## config.mk

```make
export PLATFORM = sky130hd
export DESIGN_NAME = ordered_list_insert_delete
export DESIGN_NICKNAME = d
export VERILOG_FILES = /design/src/oli_pkg.sv /design/src/oli_core.sv /design/src/ordered_list_insert_delete.sv
export SDC_FILE = /design/constraint.sdc
export NUM_CORES = 1
export LEC_CHECK = 0
export ABC_AREA = 1
export CORE_MARGIN = 4
export CORE_UTILIZATION = 30
export DETAILED_ROUTE_END_ITERATION = 8
export DONT_BUFFER_PORTS = 1
export GPL_ROUTABILITY_DRIVEN = 0
export HOLD_SLACK_MARGIN = 0.05
export SKIP_LAST_GASP = 1
export SLEW_MARGIN = 20
export SYNTH_ARGS = -nofsm -noshare
export SYNTH_HDL_FRONTEND = slang
export SYNTH_SLANG_ARGS = --single-unit
```

## constraint.sdc

```tcl
create_clock -name clk -period 12.3 [get_ports clk]
set_clock_uncertainty 0.2 [all_clocks]
set_input_delay 2.46 -clock clk [delete_from_list [all_inputs] [get_ports clk]]
set_output_delay 2.46 -clock clk [all_outputs]
set_load 0.01 [all_outputs]
```

## src/oli_pkg.sv

```systemverilog
// Shared constants, codes and types of the ordered list block.
package oli_pkg;

  // Store geometry
  localparam int CAPACITY = 16;
  localparam int IDX_W    = $clog2(CAPACITY);
  localparam int CNT_W    = $clog2(CAPACITY + 1);
  localparam int VAL_W    = 32;

  // Request modes
  localparam logic [1:0] MODE_INSERT = 2'd0;
  localparam logic [1:0] MODE_DELETE = 2'd1;
  localparam logic [1:0] MODE_DUMP   = 2'd2;

  // Result status codes
  localparam logic [2:0] ST_INSERTED  = 3'd0;
  localparam logic [2:0] ST_DELETED   = 3'd1;
  localparam logic [2:0] ST_EMPTY     = 3'd2;
  localparam logic [2:0] ST_NOT_FOUND = 3'd3;
  localparam logic [2:0] ST_FULL      = 3'd4;
  localparam logic [2:0] ST_DUMPED    = 3'd5;

  // One result word from the list engine to the output stage
  typedef struct packed {
    logic              valid;
    logic [2:0]        status;
    logic [VAL_W-1:0]  value;
    logic              last;
  } oli_res_t;

endpackage

```

## src/oli_core.sv

```systemverilog
// List engine: entry memory, single key comparator and the request sequencer.
module oli_core (
  input  logic                        clk,
  input  logic                        rst,
  input  logic                        in_valid,
  output logic                        in_ready,
  input  logic [1:0]                  in_mode,
  input  logic signed [oli_pkg::VAL_W-1:0] in_value,
  output oli_pkg::oli_res_t           res,
  input  logic                        res_ready
);
  import oli_pkg::*;

  localparam logic [2:0] S_IDLE      = 3'd0;
  localparam logic [2:0] S_EMIT      = 3'd1;
  localparam logic [2:0] S_SCAN_RD   = 3'd2;
  localparam logic [2:0] S_SCAN_CMP  = 3'd3;
  localparam logic [2:0] S_SHIFT_RD  = 3'd4;
  localparam logic [2:0] S_SHIFT_WR  = 3'd5;
  localparam logic [2:0] S_DUMP_RD   = 3'd6;
  localparam logic [2:0] S_DUMP_EMIT = 3'd7;

  localparam logic [CNT_W-1:0] CAP_C = CNT_W'(CAPACITY);

  logic [2:0]       state, state_next;
  logic [CNT_W-1:0] count, count_next;
  logic [IDX_W-1:0] idx, idx_next;
  logic [VAL_W-1:0] key, key_next;
  logic [2:0]       res_status, res_status_next;
  logic [VAL_W-1:0] res_value, res_value_next;

  logic [VAL_W-1:0] mem [CAPACITY];
  logic [VAL_W-1:0] rd_data;
  logic [IDX_W-1:0] rd_addr;
  logic             wr_en;
  logic [IDX_W-1:0] wr_addr;
  logic [VAL_W-1:0] wr_data;

  logic [CNT_W-1:0] idx_plus1;
  logic             idx_is_tail;
  logic             key_match;
  logic             accept;

  assign accept      = in_valid && in_ready;
  assign in_ready    = (state == S_IDLE);
  assign idx_plus1   = CNT_W'(idx) + CNT_W'(1);
  assign idx_is_tail = (idx_plus1 == count);
  assign key_match   = (rd_data == key);

  // Entry memory: one write port, one registered read port
  always_ff @(posedge clk) begin
    if (wr_en) begin
      mem[wr_addr] <= wr_data;
    end
    rd_data <= mem[rd_addr];
  end

  // Sequencer
  always_comb begin
    state_next      = state;
    count_next      = count;
    idx_next        = idx;
    key_next        = key;
    res_status_next = res_status;
    res_value_next  = res_value;
    rd_addr         = idx;
    wr_en           = 1'b0;
    wr_addr         = idx;
    wr_data         = rd_data;
    res.valid       = 1'b0;
    res.status      = res_status;
    res.value       = res_value;
    res.last        = 1'b1;

    case (state)
      S_IDLE: begin
        if (accept) begin
          key_next       = in_value;
          res_value_next = in_value;
          idx_next       = '0;
          case (in_mode)
            MODE_INSERT: begin
              if (count >= CAP_C) begin
                res_status_next = ST_FULL;
              end else begin
                wr_en           = 1'b1;
                wr_addr         = count[IDX_W-1:0];
                wr_data         = in_value;
                count_next      = count + CNT_W'(1);
                res_status_next = ST_INSERTED;
              end
              state_next = S_EMIT;
            end
            MODE_DELETE: begin
              if (count == '0) begin
                res_status_next = ST_EMPTY;
                state_next      = S_EMIT;
              end else begin
                state_next = S_SCAN_RD;
              end
            end
            MODE_DUMP: begin
              if (count == '0) begin
                res_status_next = ST_EMPTY;
                res_value_next  = '0;
                state_next      = S_EMIT;
              end else begin
                state_next = S_DUMP_RD;
              end
            end
            default: begin
              state_next = S_IDLE;
            end
          endcase
        end
      end
      S_EMIT: begin
        res.valid = 1'b1;
        if (res_ready) begin
          state_next = S_IDLE;
        end
      end
      S_SCAN_RD: begin
        state_next = S_SCAN_CMP;
      end
      S_SCAN_CMP: begin
        // Compare the fetched entry against the key
        if (key_match) begin
          state_next = S_SHIFT_RD;
        end else if (idx_is_tail) begin
          res_status_next = ST_NOT_FOUND;
          state_next      = S_EMIT;
        end else begin
          idx_next   = idx_plus1[IDX_W-1:0];
          state_next = S_SCAN_RD;
        end
      end
      S_SHIFT_RD: begin
        // Close up the gap one entry at a time
        if (idx_is_tail) begin
          count_next      = count - CNT_W'(1);
          res_status_next = ST_DELETED;
          state_next      = S_EMIT;
        end else begin
          rd_addr    = idx_plus1[IDX_W-1:0];
          state_next = S_SHIFT_WR;
        end
      end
      S_SHIFT_WR: begin
        wr_en      = 1'b1;
        wr_addr    = idx;
        wr_data    = rd_data;
        idx_next   = idx_plus1[IDX_W-1:0];
        state_next = S_SHIFT_RD;
      end
      S_DUMP_RD: begin
        state_next = S_DUMP_EMIT;
      end
      S_DUMP_EMIT: begin
        res.valid  = 1'b1;
        res.status = ST_DUMPED;
        res.value  = rd_data;
        res.last   = idx_is_tail;
        if (res_ready) begin
          if (idx_is_tail) begin
            state_next = S_IDLE;
          end else begin
            idx_next   = idx_plus1[IDX_W-1:0];
            state_next = S_DUMP_RD;
          end
        end
      end
      default: begin
        state_next = S_IDLE;
      end
    endcase
  end

  // Control registers
  always_ff @(posedge clk) begin
    if (rst) begin
      state <= S_IDLE;
      count <= '0;
    end else begin
      state <= state_next;
      count <= count_next;
    end
  end

  // Payload registers
  always_ff @(posedge clk) begin
    idx        <= idx_next;
    key        <= key_next;
    res_status <= res_status_next;
    res_value  <= res_value_next;
  end

  // Checks
  a_count_bound: assert property (@(posedge clk) disable iff (rst)
    count <= CAP_C)
    else $error("entry count exceeds capacity");

  a_insert_grows: assert property (@(posedge clk) disable iff (rst)
    accept && in_mode == MODE_INSERT && count < CAP_C |=> count == $past(count) + CNT_W'(1))
    else $error("insert did not grow the list");

  a_res_holds: assert property (@(posedge clk) disable iff (rst)
    res.valid && !res_ready |=> res.valid && $stable(res.value) && $stable(res.status))
    else $error("stalled result changed");

  a_no_overlap: assert property (@(posedge clk) disable iff (rst)
    !(in_ready && res.valid))
    else $error("request taken while a result is pending");

endmodule

```

## src/ordered_list_insert_delete.sv

```systemverilog
// Top level of the ordered list: stream ports and the output register stage.
//
// Bounded list of signed 32-bit values kept in insertion order.
// Slave channel s_axis: one word per request, tuser = mode (insert, delete
// first match, dump), tdata = value or key. Master channel m_axis: result
// words, tuser = status, tdata = entry value or key, tlast marks the last
// result of a request.
// One request is handled at a time; s_axis_tready is high only while the
// engine is idle. Insert: result goes via the emit state to the output
// register. Delete: the single memory read port is shared by the key scan
// and close-up shift; each scanned entry takes a read and a compare step,
// each moved entry a read and a write step. Dump: one word per entry read.
// An empty list or a full insert answers with one word. Results pass
// through a one-word output register; while it is full and m_axis_tready
// is low the engine holds its pending result and takes no new request.
// Reset (rst, synchronous) empties the list and drops any pending result.
module ordered_list_insert_delete (
  input  logic        clk,
  input  logic        rst,
  input  logic        s_axis_tvalid,
  output logic        s_axis_tready,
  input  logic [31:0] s_axis_tdata,   // [31:0] value
  input  logic [1:0]  s_axis_tuser,   // [1:0] mode
  output logic        m_axis_tvalid,
  input  logic        m_axis_tready,
  output logic [31:0] m_axis_tdata,   // [31:0] entry_value
  output logic [2:0]  m_axis_tuser,   // [2:0] status
  output logic        m_axis_tlast    // final_res
);
  import oli_pkg::*;

  oli_res_t         res;
  logic             res_ready;
  logic             out_valid;
  logic [2:0]       out_status;
  logic [VAL_W-1:0] out_value;
  logic             out_last;

  oli_core u_core (
    .clk       (clk),
    .rst       (rst),
    .in_valid  (s_axis_tvalid),
    .in_ready  (s_axis_tready),
    .in_mode   (s_axis_tuser),
    .in_value  (s_axis_tdata),
    .res       (res),
    .res_ready (res_ready)
  );

  // Load the output register when it is empty or being drained
  assign res_ready = !out_valid || m_axis_tready;

  always_ff @(posedge clk) begin
    if (rst) begin
      out_valid <= 1'b0;
    end else if (res_ready) begin
      out_valid <= res.valid;
    end
  end

  always_ff @(posedge clk) begin
    if (res_ready && res.valid) begin
      out_status <= res.status;
      out_value  <= res.value;
      out_last   <= res.last;
    end
  end

  assign m_axis_tvalid = out_valid;
  assign m_axis_tdata  = out_value;
  assign m_axis_tuser  = out_status;
  assign m_axis_tlast  = out_last;

endmodule

```

* Word level (Yosys, flattened, before mapping) *
Memories as Yosys holds them, arrays and structs flattened. A register that Yosys moved wholly into a read port is not among the register bits.
Index checks and enable logic that the tools add are counted.

storage, ports and cells
  input port bits = 38
  output and inout bits = 38
  RAM bits = 512
  flip-flop bits (word level) = 116
  memories = 1
  word-level logic and storage cells = 101

operators by class
  reductions and logical operators = 17
  add/sub/neg operators = 3
  order comparisons = 1
  equality and inequality tests = 21
  multiplexer cells = 48

memory list
  memory      depth  width  rd ports  clocked after memory_dff  wr ports  RTL line        RTL
  u_core.mem  16     32     1         1                         1         oli_core.sv:32  logic [VAL_W-1:0] mem [CAPACITY];

operators with widths
  operator                                                  count
  2-to-1 mux 32 bit                                         6
  2-to-1 mux 3 bit                                          13
  2-to-1 mux 4 bit                                          9
  2-to-1 mux 33 bit                                         1
  == test 32 bit                                            1
  case mux 3 bit (8 select lines)                           1
  2-to-1 mux 5 bit                                          4
  case mux 3 bit (3 select lines)                           2
  case mux 4 bit (4 select lines)                           1
  == test 3 bit, second input constant                      4
  != test 2 bit, second input constant                      6
  case mux 5 bit (2 select lines)                           1
  AND reduction 7 bit                                       1
  == test 3 x 2 -> 1 bit, second input constant             2
  2-to-1 mux 1 bit                                          6
  != test 3 bit, second input constant                      2
  case mux 3 bit (2 select lines)                           1
  adder 4 x 1 -> 5 bit, second input constant               1
  adder 5 x 1 -> 5 bit, second input constant               1
  == test 5 bit                                             1
  greater-or-equal comparator 5 bit, second input constant  1
  zero test 5 bit                                           1
  AND reduction 5 bit                                       1
  subtractor 5 x 1 -> 5 bit, second input constant          1
  other kinds (18)                                          22

* Longest topological paths before layout *
  depth after elaboration = 7
  mapped depth = 18
  gate-level depth less buffers = 16

* Modules after synthesis *
Synthesis repeated with hierarchy kept, for this count alone.

unflattened totals
  cells, all modules = 2815
  area total of the unflattened synthesis = 28826.4 um2

by module, submodules not included
  module                      area an instance (um2)  cells each  seq. area each (um2)  instances
  oli_core                    27697.8                 2773        18307.6               1
  ordered_list_insert_delete  1128.6                  42          1101.1                1

* Least setup slack after synthesis *
OpenSTA, ideal clock, no wires.

  path type = input to register
  start = input port s_axis_tvalid
  end = register u_core.key[0], enable pin
  data required time = 11.614 ns
  cell stages on the path = 2
  arrival time = 5.155 ns
  path buffers = 0
  path slack = 6.459 ns
  library setup time = 0.486 ns
  path through = inv_1 -> nor2_1

on the way
  cells in the longest elaborated chain, start to end = 2

ends and longest elaborated chain
  what                                  RTL line                          RTL
  from (decl)                           ordered_list_insert_delete.sv:20  input logic s_axis_tvalid,
  logical AND 1 bit                     oli_core.sv:44                    assign accept = in_valid && in_ready;
  AND reduction 2 bit (no source line)  n/a
  to (signal assigned)                  oli_core.sv:193                   key <= key_next;
  to (decl)                             oli_core.sv:28                    logic [VAL_W-1:0] key, key_next;

No other way between the ends.
A chain may end at the register's enable or synchronous reset.

* Final worst setup path *
  start = input port s_axis_tuser[0]
  end = memory u_core.mem[5][31], enable pin

on the way
  cells in the longest elaborated chain, start to end = 6
  elaborated cells on any way between the ends = 9
  classes of those cells = mux: 8; reduce/logical: 1

ends and longest elaborated chain
  what                                    RTL line                          RTL
  from (decl)                             ordered_list_insert_delete.sv:23  input logic [1:0] s_axis_tuser,
  zero test 2 bit *                       oli_core.sv:81                    case (in_mode)
  2-to-1 mux 1 bit                        oli_core.sv:81
  2-to-1 mux 1 bit                        oli_core.sv:77                    if (accept) begin
  case mux 1 bit (2 select lines)         oli_core.sv:75                    case (state)
  2-to-1 mux 1 bit                        oli_core.sv:52                    if (wr_en) begin
  2-to-1 mux 1 bit (not written as such)  oli_core.sv:53                    mem[wr_addr] <= wr_data;
  to (decl)                               oli_core.sv:32

Mark *: on every way between the ends. The rest lies on a longest branch, timed or not.

==> results.toml <==
[setup_path]
cp-start-kind = "input pin"
reg2reg_depth = 16
crit_arrival_ns = 5.38
crit_type = "in2reg"
crit_chain = "inv_1 -> ha_1 -> nand3_1 -> nor2_1 -> nand2_2 -> buf_4 -> o21ai_0 -> inv_1 -> nand3_1 -> nor2_4 -> buf_4"
required_ns = 12.38
slowest_delay_ns = 0.71
path_delay_family = "simple AND/OR/NAND/NOR gates"
r2r_start = "u_core.idx[0]$_DFFE_PP_"
end_kind = "flop"
cp_max_fo = 73
cp_slowest_cell = "nor2_4"
critPathBufInv = 4
r2r_setup_slack_ns = 7.42
crit_path_start = "s_axis_tuser[0]"
r2r-end = "u_core.rd_data[8]$_DFF_P_"

[timing]
fin_crit_ns = 5.30
rsz0062_at_grt = "false"
worst_pin_slew_ns = 1.12
fmax_ghz = 0.189
slew_viol_final = 0
fin_tns_setup_ns = 0
hold_viol = 0
timing.slew.headroom_pct = 25.2
finalSetupViolCount = 0
period_share_pct = 43.1
fin_ws_ns = 7.00

[logic_synthesis]
synth_top_family_by_area = "simple AND/OR/NAND/NOR gates"
yosysTopAreaCellShare_pct = 64.1
synthFlopType = "edfxtp_1"
synth.largest_area_cell = "edfxtp_1"
synth-compound-area-share_pct = 1.46
synth.area.top_cells = "edfxtp_1 64%, nand3_1 11%, inv_1 7.7%, nand2_1 7.1%, dfxtp_1 2.8%"
synth_most_common_cell = "nand3_1"
syn_inst = 2813
synth_mux_area_share_pct = 0
synth_edf_count = 619
synthTopCellsByCount = "620 x nand3_1, 619 x edfxtp_1, 595 x inv_1"
synth-xor-area-share_pct = 0.966
synth-seq-cells = 660
seq_area_frac_synth_pct = 66.9
synth_fa_ha_area_share_pct = 0.414
synth.avg_cell_area_um2 = 10.3
async_flop_share_pct = 0
syn_area_mm2 = 0.0290
syn_nets = 2860
synth-simple-area-share_pct = 19.8
yosys.cell_types.count = 33
ys_warn_count = 0

[drt]
drc = 0
routed_via_density = 4.60
routed_wirelength_um = 71700
ant_nets = 0
drtPass1Iterations = 5
drtIter0Drc = 1632
num_vias = 19013
wl_per_cell_um = 17.4

[global_route]
grt_max_degree = 119
grt_pass1_wl_um = 110000
grt_overflow_total = 0
antenna_found_initial = 1
first_global_vias = 18380
grt_usage_pct = 13.8

[pwr]
cellLeakagePower_nw = 13.8
vdd.ir_drop.worst_v = 0.000177
p_per_area_mw_per_mm2 = 250

[worst_hold_path]
hold-path-endpoint = "m_axis_tdata[31]$_DFFE_PP_"
min_delay_path_depth = 2
hp-start = "u_core.res_value[31]$_DFFE_PP_"
hold_class = "reg2reg"

[cts]
insertion_delay_ns = 0.62
clock-sinks = 660
cts_tree = "done"
htreeDepth = 3
clock-root-buffer = "clkbuf_16"
holdBufCountCts = 0
post-cts-setup-buffers = 0
clk_pin_slew_worst_paths_ns = 0.06
cts_buffers = 70
clock_path_buffers = 3
cts_resized = 0

[die]
fp.dieW_um = 319
die_area_mm2 = 0.102
core_area_mm2 = 0.0954
die_y_um = 319
num_io_pins = 76
start_util_pct = 30.4
rows = 113

[run]
drv_cap = 0

[place]
place_ws_ns = 6.33
port_buffers = 0
placedCellCount = 4002
hpwlAfterDp_um = 40600

[finish]
seq_area_mm2 = 0.0194
multi_input_area_mm2 = 0.00679
fillers = 9433
num_antenna_cells = 0
final_util_pct = 34.4
fin_cells = 4133
syn_to_final_growth_pct = 13.3
drive_gt1_share_pct = 7.98
fin_nets = 2857

[outcome]
status = "completed"
[metal layers]
metal  track usage [%]  part of all wire [%]  vias to the layer above
li1                  -                     -                     9162
met2              22.5                    46                      594
met5                 0                     0                        -
met4              3.02                   1.9                        0
met1              18.7                    44                     9140
met3              3.45                   8.0                      117
[report_power, final]
part	switching (mW)	internal [mW]
Clock	0.888	1.19
Sequential	0.163	3.04
Combinational	2.14	0.803
[worst register-to-register path: cells and delay by family, from the launching register on]
kind                       cells  cell delay [ns]
adders and majority gates      1             0.31
buffers and inverters          2             1.74
and+or+nand+nor               13             1.92
DFF                            1             0.64
[registers in the layout, indices dropped and copies added (netlist names)]
name	cells
u_core.res_status	3
m_axis_tvalid	1
u_core.res_value	32
u_core.state	3
m_axis_tdata	32
u_core.key	32
m_axis_tlast	1
u_core.count	5
u_core.rd_data	32
u_core.idx	4
u_core.mem	512
m_axis_tuser	3
[stage by stage]
step                cell area [um2]  power (mW)  hold WS (ns)
floorplan                     29000        5.25         0.281
global placement              30500        6.17         0.286
detailed placement            30600        6.20         0.298
CTS                           32800        8.29         0.303
global route                  32900        8.74         0.321
finish                        32900        8.22         0.299
[worst max path at each step]
stage	end	cells after the start	slack, ns
floorplan	u_core.key[0]$_DFFE_PP_	2	6.46
global placement	u_core.mem[1][10]$_DFFE_PP_	13	6.39
detailed placement	u_core.mem[5][4]$_DFFE_PP_	11	6.33
CTS	u_core.mem[5][31]$_DFFE_PP_	11	6.97
global route	u_core.mem[5][31]$_DFFE_PP_	11	6.75
finish	u_core.mem[5][31]$_DFFE_PP_	11	7.00
[cell families (layout without fill, tap and decap cells)]
logic type,Yosys count,after routing
AND/OR/NAND/NOR,1289,1289
buffers and inverters,742,797
flip-flops,660,660
AO/OA/AOI/OAI,81,81
XOR/XNOR,32,32
adder cells (fa/ha/maj),9,9
[area by class of cell]
type	count	share of cell area, %
Clock buffer	92	5.90
Clock inverter	38	0.990
Inverter	603	6.90
Multi-Input combinational cell	1411	20.7
Sequential cell	660	59.1
Tap cell	1265	4.82
Timing Repair Buffer	64	1.65
[cell usage in the layout, fill, tap and decap left out, types with 11 or more instances in the layout]
cell type,synthesis,layout
inv_1,595,594
o21ai_0,58,55
a21oi_1,11,11
clkinv_1,1,12
nor2_4,2,22
buf_4,26,61
dfxtp_1,41,41
nand2_1,550,549
xor2_1,18,18
clkinv_2,0,16
clkbuf_1,28,14
nor2_1,79,59
clkbuf_16,0,72
edfxtp_1,619,619
nand3_1,620,620
xnor2_1,14,14
Power figures use the tool's default switching activity.
